<file path="config.mk">
export PLATFORM = sky130hd
export DESIGN_NAME = multilevel_feedback_queue_scheduler_top
export DESIGN_NICKNAME = d
export VERILOG_FILES = /design/src/rtl/core/mfq_pkg.sv /design/src/rtl/core/mfq_queue_mem.sv /design/src/rtl/core/mfq_ctrl.sv /design/src/rtl/core/multilevel_feedback_queue_scheduler_top.sv
export SDC_FILE = /design/constraint.sdc
export NUM_CORES = 2
export LEC_CHECK = 0
export BUFFER_PORTS_ARGS = -buffer_cell sky130_fd_sc_hd__buf_2
export CORE_UTILIZATION = 38
export DETAILED_ROUTE_END_ITERATION = 8
export SLEW_MARGIN = 40
export SYNTH_ARGS = -nofsm -noshare
export SYNTH_HDL_FRONTEND = slang
export SYNTH_SLANG_ARGS = --single-unit
</file>
<file path="constraint.sdc">
create_clock -name clk -period 20.3 [get_ports clk]
set_input_delay 2.03 -clock clk [delete_from_list [all_inputs] [get_ports clk]]
set_output_delay 2.03 -clock clk [all_outputs]
set_load 0.01 [all_outputs]
</file>
<file path="src/rtl/core/mfq_pkg.sv">
// ----------------------------------------------------------------------------
// mfq_pkg
// Shared types and codes of the multilevel feedback queue scheduler.
// ----------------------------------------------------------------------------
package mfq_pkg;

	localparam int QUEUE_DEPTH_DEF = 128;
	localparam int LEVELS_DEF      = 3;

	localparam int TASK_W  = 8;
	localparam int LEVEL_W = 2;
	localparam int COUNT_W = 8;

	typedef enum logic [1:0] {
		ACT_ADMIT    = 2'd0,
		ACT_DISPATCH = 2'd1,
		ACT_REPORT   = 2'd2
	} action_t;

	typedef enum logic [1:0] {
		OUT_QUANTUM = 2'd0,
		OUT_IO      = 2'd1,
		OUT_HALT    = 2'd2
	} outcome_t;

	typedef enum logic [1:0] {
		ST_OK      = 2'd0,
		ST_EMPTY   = 2'd1,
		ST_FULL    = 2'd2,
		ST_INVALID = 2'd3
	} status_t;

	// one result as it leaves the decision stage
	typedef struct packed {
		logic [TASK_W-1:0]  task_id;
		logic               from_mem;
		logic [LEVEL_W-1:0] level;
		logic [1:0]         status;
		logic [COUNT_W-1:0] completed;
		logic               all_done;
	} res_t;

endpackage

</file>
<file path="src/rtl/core/mfq_queue_mem.sv">
// ----------------------------------------------------------------------------
// mfq_queue_mem
// Task store for all levels: one write port, one registered read port.
// ----------------------------------------------------------------------------
module mfq_queue_mem #(
	parameter int WORDS = 384,
	parameter int AW    = 9,
	parameter int DW    = 8
) (
	input  logic          clk,
	input  logic          we,
	input  logic [AW-1:0] waddr,
	input  logic [DW-1:0] wdata,
	input  logic          re,
	input  logic [AW-1:0] raddr,
	output logic [DW-1:0] rdata
);

	logic [DW-1:0] mem [WORDS];

	always_ff @(posedge clk) begin
		if (we) begin
			mem[waddr] <= wdata;
		end
	end

	always_ff @(posedge clk) begin
		if (re) begin
			rdata <= mem[raddr];
		end
	end

endmodule

</file>
<file path="src/rtl/core/mfq_ctrl.sv">
// ----------------------------------------------------------------------------
// mfq_ctrl
// Scheduler decision logic: level pointers, running task, retired count.
// ----------------------------------------------------------------------------
module mfq_ctrl #(
	parameter int QUEUE_DEPTH = mfq_pkg::QUEUE_DEPTH_DEF,
	parameter int LEVELS      = mfq_pkg::LEVELS_DEF,
	parameter int AW          = 9
) (
	input  logic                   clk,
	input  logic                   arst_n,
	input  logic                   fire,
	input  logic [1:0]             action,
	input  logic [mfq_pkg::TASK_W-1:0]  task_id,
	input  logic [1:0]             outcome,
	input  logic [mfq_pkg::COUNT_W-1:0] task_total,
	input  logic [mfq_pkg::TASK_W-1:0]  mem_rdata,
	output logic                   mem_we,
	output logic [AW-1:0]          mem_waddr,
	output logic [mfq_pkg::TASK_W-1:0]  mem_wdata,
	output logic                   mem_re,
	output logic [AW-1:0]          mem_raddr,
	output mfq_pkg::res_t          res
);
	import mfq_pkg::*;

	localparam int IW  = (QUEUE_DEPTH > 2) ? $clog2(QUEUE_DEPTH) : 1;
	localparam int CW  = $clog2(QUEUE_DEPTH + 1);
	localparam int LVW = $clog2(LEVELS);

	logic [IW-1:0]      head_q  [LEVELS];
	logic [IW-1:0]      tail_q  [LEVELS];
	logic [CW-1:0]      count_q [LEVELS];
	logic [TASK_W-1:0]  running_task_q;
	logic [LVW-1:0]     running_lv_q;
	logic               running_valid_q;
	logic               run_from_mem_q;
	logic [COUNT_W-1:0] retired_q;

	logic [TASK_W-1:0]  run_task;
	logic [LVW-1:0]     pick_lv;
	logic               found;
	logic [LVW-1:0]     demote_lv;
	logic [LVW-1:0]     push_lv;
	logic [TASK_W-1:0]  push_id;
	logic               push_req;
	logic               pop_req;
	logic               retire;
	logic               run_clr;
	logic [COUNT_W-1:0] retired_nxt;
	logic [LEVELS-1:0]  full;

	function automatic logic [IW-1:0] next_idx(input logic [IW-1:0] idx);
		next_idx = (idx == IW'(QUEUE_DEPTH - 1)) ? '0 : idx + 1'b1;
	endfunction

	function automatic logic [AW-1:0] base_addr(input logic [LVW-1:0] lv);
		base_addr = AW'(lv) * AW'(QUEUE_DEPTH);
	endfunction

	// a task just popped is still in the memory read register
	assign run_task = run_from_mem_q ? mem_rdata : running_task_q;

	always_comb begin
		for (int l = 0; l < LEVELS; l++) begin
			full[l] = (count_q[l] == CW'(QUEUE_DEPTH));
		end
	end

	always_comb begin
		found   = 1'b0;
		pick_lv = '0;
		for (int l = LEVELS - 1; l >= 0; l--) begin
			if (count_q[l] != '0) begin
				found   = 1'b1;
				pick_lv = LVW'(l);
			end
		end
	end

	assign demote_lv = (running_lv_q == LVW'(LEVELS - 1)) ? running_lv_q
		: running_lv_q + 1'b1;

	always_comb begin
		res         = '0;
		res.status  = ST_INVALID;
		push_req    = 1'b0;
		push_lv     = '0;
		push_id     = task_id;
		pop_req     = 1'b0;
		retire      = 1'b0;
		run_clr     = 1'b0;
		case (action)
			ACT_ADMIT: begin
				res.task_id = task_id;
				if (!full[0]) begin
					push_req   = 1'b1;
					res.status = ST_OK;
				end else begin
					res.status = ST_FULL;
				end
			end
			ACT_DISPATCH: begin
				if (running_valid_q) begin
					res.task_id = run_task;
					res.level   = LEVEL_W'(running_lv_q);
				end else if (found) begin
					pop_req      = 1'b1;
					res.from_mem = 1'b1;
					res.level    = LEVEL_W'(pick_lv);
					res.status   = ST_OK;
				end else begin
					res.status = ST_EMPTY;
				end
			end
			ACT_REPORT: begin
				if (running_valid_q) begin
					res.task_id = run_task;
					res.level   = LEVEL_W'(running_lv_q);
					case (outcome) inside
						OUT_HALT: begin
							retire     = 1'b1;
							run_clr    = 1'b1;
							res.status = ST_OK;
						end
						OUT_QUANTUM, OUT_IO: begin
							push_lv   = (outcome == OUT_QUANTUM) ? demote_lv : running_lv_q;
							push_id   = run_task;
							run_clr   = 1'b1;
							res.level = LEVEL_W'(push_lv);
							if (!full[push_lv]) begin
								push_req   = 1'b1;
								res.status = ST_OK;
							end else begin
								res.status = ST_FULL;
							end
						end
						default: res.status = ST_INVALID;
					endcase
				end
			end
			default: res.status = ST_INVALID;
		endcase
		retired_nxt   = (retire && retired_q != '1) ? retired_q + 1'b1 : retired_q;
		res.completed = retired_nxt;
		res.all_done  = (retired_nxt == task_total);
	end

	assign mem_we    = fire && push_req;
	assign mem_waddr = base_addr(push_lv) + AW'(tail_q[push_lv]);
	assign mem_wdata = push_id;
	assign mem_re    = fire && pop_req;
	assign mem_raddr = base_addr(pick_lv) + AW'(head_q[pick_lv]);

	always_ff @(posedge clk or negedge arst_n) begin
		if (!arst_n) begin
			for (int l = 0; l < LEVELS; l++) begin
				head_q[l]  <= '0;
				tail_q[l]  <= '0;
				count_q[l] <= '0;
			end
			running_task_q  <= '0;
			running_lv_q    <= '0;
			running_valid_q <= 1'b0;
			run_from_mem_q  <= 1'b0;
			retired_q       <= '0;
		end else begin
			if (run_from_mem_q) begin
				running_task_q <= mem_rdata;
				run_from_mem_q <= 1'b0;
			end
			if (fire) begin
				retired_q <= retired_nxt;
				if (push_req) begin
					tail_q[push_lv]  <= next_idx(tail_q[push_lv]);
					count_q[push_lv] <= count_q[push_lv] + 1'b1;
				end
				if (pop_req) begin
					head_q[pick_lv]  <= next_idx(head_q[pick_lv]);
					count_q[pick_lv] <= count_q[pick_lv] - 1'b1;
					running_lv_q     <= pick_lv;
					running_valid_q  <= 1'b1;
					run_from_mem_q   <= 1'b1;
				end
				if (run_clr) begin
					running_valid_q <= 1'b0;
				end
			end
		end
	end

endmodule

</file>
<file path="src/rtl/core/multilevel_feedback_queue_scheduler_top.sv">
// ----------------------------------------------------------------------------
// multilevel_feedback_queue_scheduler_top
// Three-level feedback queue scheduler over 8-bit task identifiers.
// ----------------------------------------------------------------------------
// Input channel (in_valid / in_stall) carries action, task_id and outcome:
// admit a task to level 0, dispatch the oldest task of the lowest-numbered
// busy level, or report the running task's slice outcome. Output channel
// (out_valid / out_stall) returns exactly one result per input transaction:
// task_id_out, level, status, completed_count and all_done.
// cfg_valid / cfg_ready writes task_total; cfg_ready is always high. The user
// must write the register only while no transaction is in flight; the block
// itself does not enforce it. From acceptance to out_valid a transaction
// passes the input register and then the result register: the decision runs
// and the task store is read while it sits in the input register, and the
// result register drives the outputs. One transaction is accepted per cycle
// while out_stall does not hold the result register; the rate holds because
// the decision finishes in the input register, the store read register
// loading on the same edge as the result register.
// When out_stall is high the result register holds, a transaction in the input
// register holds behind it and in_stall rises, so nothing is lost.
// Reset clears all queue pointers, counts, the running task and the retired
// count at once; the task store itself is not cleared.
// ----------------------------------------------------------------------------
module multilevel_feedback_queue_scheduler_top #(
	parameter int QUEUE_DEPTH = mfq_pkg::QUEUE_DEPTH_DEF,
	parameter int LEVELS      = mfq_pkg::LEVELS_DEF
) (
	input  logic                         clk,
	input  logic                         arst_n,
	input  logic                         in_valid,
	output logic                         in_stall,
	input  logic [1:0]                   action,
	input  logic [mfq_pkg::TASK_W-1:0]   task_id,
	input  logic [1:0]                   outcome,
	output logic                         out_valid,
	input  logic                         out_stall,
	output logic [mfq_pkg::TASK_W-1:0]   task_id_out,
	output logic [mfq_pkg::LEVEL_W-1:0]  level,
	output logic [1:0]                   status,
	output logic [mfq_pkg::COUNT_W-1:0]  completed_count,
	output logic                         all_done,
	input  logic                         cfg_valid,
	output logic                         cfg_ready,
	input  logic [mfq_pkg::COUNT_W-1:0]  cfg_data
);
	import mfq_pkg::*;

	localparam int WORDS = LEVELS * QUEUE_DEPTH;
	localparam int AW    = $clog2(WORDS);

	logic               valid_s1;
	logic [1:0]         action_s1;
	logic [TASK_W-1:0]  task_id_s1;
	logic [1:0]         outcome_s1;
	logic               valid_s2;
	res_t               res_s2;
	res_t               res;
	logic               adv1;
	logic               in_fire;
	logic [COUNT_W-1:0] task_total_q;

	logic               mem_we;
	logic [AW-1:0]      mem_waddr;
	logic [TASK_W-1:0]  mem_wdata;
	logic               mem_re;
	logic [AW-1:0]      mem_raddr;
	logic [TASK_W-1:0]  mem_rdata;

	assign adv1     = valid_s1 && (!valid_s2 || !out_stall);
	assign in_stall = valid_s1 && !adv1;
	assign in_fire  = in_valid && !in_stall;
	assign cfg_ready = 1'b1;

	always_ff @(posedge clk or negedge arst_n) begin
		if (!arst_n) begin
			valid_s1     <= 1'b0;
			valid_s2     <= 1'b0;
			task_total_q <= '0;
		end else begin
			valid_s1 <= in_fire || (valid_s1 && !adv1);
			valid_s2 <= adv1 || (valid_s2 && out_stall);
			if (cfg_valid) begin
				task_total_q <= cfg_data;
			end
		end
	end

	always_ff @(posedge clk) begin
		if (in_fire) begin
			action_s1  <= action;
			task_id_s1 <= task_id;
			outcome_s1 <= outcome;
		end
		if (adv1) begin
			res_s2 <= res;
		end
	end

	mfq_ctrl #(
		.QUEUE_DEPTH(QUEUE_DEPTH),
		.LEVELS     (LEVELS),
		.AW         (AW)
	) u_ctrl (
		.clk       (clk),
		.arst_n    (arst_n),
		.fire      (adv1),
		.action    (action_s1),
		.task_id   (task_id_s1),
		.outcome   (outcome_s1),
		.task_total(task_total_q),
		.mem_rdata (mem_rdata),
		.mem_we    (mem_we),
		.mem_waddr (mem_waddr),
		.mem_wdata (mem_wdata),
		.mem_re    (mem_re),
		.mem_raddr (mem_raddr),
		.res       (res)
	);

	mfq_queue_mem #(
		.WORDS(WORDS),
		.AW   (AW),
		.DW   (TASK_W)
	) u_mem (
		.clk  (clk),
		.we   (mem_we),
		.waddr(mem_waddr),
		.wdata(mem_wdata),
		.re   (mem_re),
		.raddr(mem_raddr),
		.rdata(mem_rdata)
	);

	// a dispatched task arrives from the store read register
	assign out_valid       = valid_s2;
	assign task_id_out     = res_s2.from_mem ? mem_rdata : res_s2.task_id;
	assign level           = res_s2.level;
	assign status          = res_s2.status;
	assign completed_count = res_s2.completed;
	assign all_done        = res_s2.all_done;

endmodule

</file>
==> results.ini <==
[routing]
post-route-drc-count=0
antenna_left=0
drtPass1Iterations=6
vias_per_cell=5.86
drtIter0Drc=12800
vias=86200
routedWlPerCell_um=29.2
routed_wl_um=430000

[global_routing]
grt_pass1_wl_um=604000
grt_antenna_before_repair=29
grt_max_degree=189
grt_remaining_overflow=0
grt_pass1_vias=80500
track_usage_pct=24.1

[timing]
timing.setup.tns_ps=0
period_needed_ps=7790
slew_headroom_pct=30.6
finalHoldViolations=0
fmax_mhz=128
rsz0062_at_grt=false
slew_viol_final=0
tightest_slew_ps=1010
skew_ps=63.9
fin_crit_sh_pct=38.4
setup-violations-final=0

[critical_path]
path_delay_family=buffers and inverters
reg2reg_from=u_ctrl.count_q[9]
cp_data_arrival_time_ps=8490
worstPathMaxFanout=135
crit_path_start=u_ctrl.count_q[9]
reg2regPathDepth=16
crit_chain=nor4_4 > and2_1 > nor3_4 > buf_4 > or3_4 > inv_16 > buf_12 > buf_4 > buf_12 > mux2i_1 > mux2i_1 > mux2i_1 > a211oi_1 > nor4_1 > a311oi_1 > a211o_1
r2r_end=u_mem.rdata[6]
crit_buf_inv=5
ff2ff_setup_slack_ps=12510
startpoint_type=register
max_stage_delay_ps=780
worst_ep_required_time_ps=21000
crit_top_cell=mux2i_1
cp_slowest_cell=buf_4
crit_path_end_kind=register
crit_type=reg -> reg

[die]
io_pins=49
die_area_sq_um=345000
die-height_um=588
coreArea_sq_um=341000
start_util_pct=38.3
die_w_um=588
rows=214

[cells_and_area]
drive_gt1_share_pct=11.3
synthToLayoutAreaGrowth_pct=13.0
nFillCells=30500
final_cells=14700
final_nets=9943

[hold_path]
min_path_type=reg -> reg
hp-start=u_ctrl.head_q[7]
min_to=u_ctrl.head_q[7]
whs_path_depth=2

[clock_network]
clock-sinks=3210
htree_levels=5
postCtsSetupBuffers=0
cts_buffers=332
cts.path.max_buffers=4
clk_latency_ps=960
root_buffer=clkbuf_16
cts_tree=built
path_clk_slew_ps=60
hold_buffers=0
post_cts_resized=0

[yosys]
netlist_area_sq_um=130000
ys_top_cells_by_area=edfxtp_1 72%, nand2_1 7.3%, nand3_1 6.1%, mux2i_1 3.6%, dfrtp_1 1.8%
ys_types=80
ys_seq_area_share_pct=73.6
yosys.area.top_type=edfxtp_1
postSynthAreaPerCell_sq_um=13.1
ys.flop_type=edfxtp_1
synth-seq-cells=3210
synthArstFlopShare_pct=2.99
synth_cells=9952
synthDominantCellAreaShare_pct=71.8
synth-edff-count=3114
syn_nets=9990
yosysWarningCount=0

[pwr]
power_mw=20.5
p_per_area_nw_per_um2=139
cellLeakagePower_nw=49.5
ir_drop_v=0.000118

[placement]
gp_congestion=0.896
dp.cells=14100
dp_hpwl_um=254000
io_buffers=47

[run]
drv_cap=0

[status]
outcome=complete, no violations

flip-flops by register name, summed over array words and instances (netlist names), 8 cells and up:
signal                 cells
u_ctrl.head_q             21
u_ctrl.retired_q           8
u_ctrl.count_q            24
task_total_q               8
completed_count            8
u_mem.mem               3072
task_id_s1                 8
u_ctrl.running_task_q      8
res_s2                     9
u_ctrl.tail_q             21
u_mem.rdata                8
cell usage after synthesis, types with 7 or more instances:
cell type	number
nor2_2	7
o2111ai_1	8
or4_1	7
buf_4	53
mux2_2	66
xnor2_1	27
o22ai_1	31
edfxtp_1	3114
buf_2	312
a211oi_1	26
buf_6	8
nand3_1	1594
a21oi_1	144
o211ai_1	24
and2_1	15
ha_1	13
dfrtp_1	96
a22oi_1	36
nor4_1	18
a31oi_1	87
a311o_1	7
a311oi_1	20
o31a_1	22
a2111oi_0	10
nand2_1	2531
and4_1	7
o21ai_0	36
a22o_1	7
a221oi_1	11
nor2_1	518
nand4_1	69
a32oi_1	89
mux2i_1	470
o22a_1	7
inv_1	24
o31ai_1	14
and3_1	18
xor2_1	13
nor3_1	22
buf_1	69
a211o_1	7
clkbuf_1	208
per-stage QoR:
step                      cell area [sq um]  hold slack, ps  setup WS (ps)  utilization (%)
after floorplan                      130000             442          13460                -
after global placement               135000             461          12650             39.7
after detailed placement             136000             470          12620             39.9
after CTS                            147000             483          12650             43.1
after global routing                 147000             509          12440             43.2
final                                147000             486          12510             43.2
metal layers:
layer	track usage [%]	vias to the layer above	part of all wire, %
li1	-	36500	-
met3	6.04	903	12
met1	32.5	43500	38
met4	11.3	12	5.0
met2	36.7	5316	45
met5	0	-	0.019
worst register-to-register path, cell delays in order (launching register included):
cell      delay (ps)
dfrtp_1          440
nor4_4           490
and2_1           690
nor3_4            40
buf_4            280
or3_4            680
inv_16           510
buf_12           550
buf_4           1070
buf_12           630
mux2i_1          410
mux2i_1           90
mux2i_1          280
a211oi_1         140
nor4_1           720
a311oi_1         240
a211o_1          310
worst max-delay path by stage:
stage,to,cells past startpoint
6_report,u_mem.rdata[6],16
3_5_place_dp,u_mem.rdata[6],16
4_1_cts,u_mem.rdata[6],16
5_1_grt,u_mem.rdata[6],16
2_1_floorplan,u_mem.mem[0][0],6
3_3_place_gp,u_mem.rdata[6],15
cells in the final DEF (no fill, tap or decap), types with 34 or more instances in the layout:
master and n:
mux2i_1 470, clkbuf_1 55, nor2_2 236, a32oi_1 89
o21ai_0 34, a21oi_1 143, edfxtp_1 3114, clkbuf_16 336
nand3_1 1586, mux2_2 66, buf_4 171, buf_2 46
clkinv_1 72, nand2_1 2496, nor2_1 266, a31oi_1 86
clkinv_2 58, nand4_1 69, dfrtp_1 96, a22oi_1 36
logic make-up (layout without fill, tap and decap cells):
family | after synthesis | in the layout | synth area share, %
compound gates | 637 | 637 | 3.44
xor+xnor | 40 | 40 | 0.269
fa+ha+maj | 13 | 13 | 0.125
buf+inv | 676 | 888 | 2.45
flops | 3210 | 3210 | 73.6
mux | 536 | 536 | 4.18
other cells | 1 | 18 | 0.00288
simple gates | 4839 | 4839 | 15.9
cell type report:
class / count / area (sq um) / area share (%)
antenna: 17 / 42.5 / 0.0289
sequential: 3210 / 95900 / 65.1
inverter: 26 / 121 / 0.0824
multi-input combinational: 6066 / 32400 / 22.0
timing repair buffer: 269 / 2420 / 1.65
clock buffer: 394 / 8660 / 5.88
tap: 4536 / 5680 / 3.85
clock inverter: 199 / 2000 / 1.36
where the power goes:
group / total [mW] / leakage, nW / switching (mW) / internal, mW
logic: 6.87 / 15.0 / 5.21 / 1.66
registers: 7.54 / 29.3 / 0.0589 / 7.49
clock network: 6.04 / 5.18 / 2.63 / 3.41
Note: power is estimated with default switching activity, not from simulation.
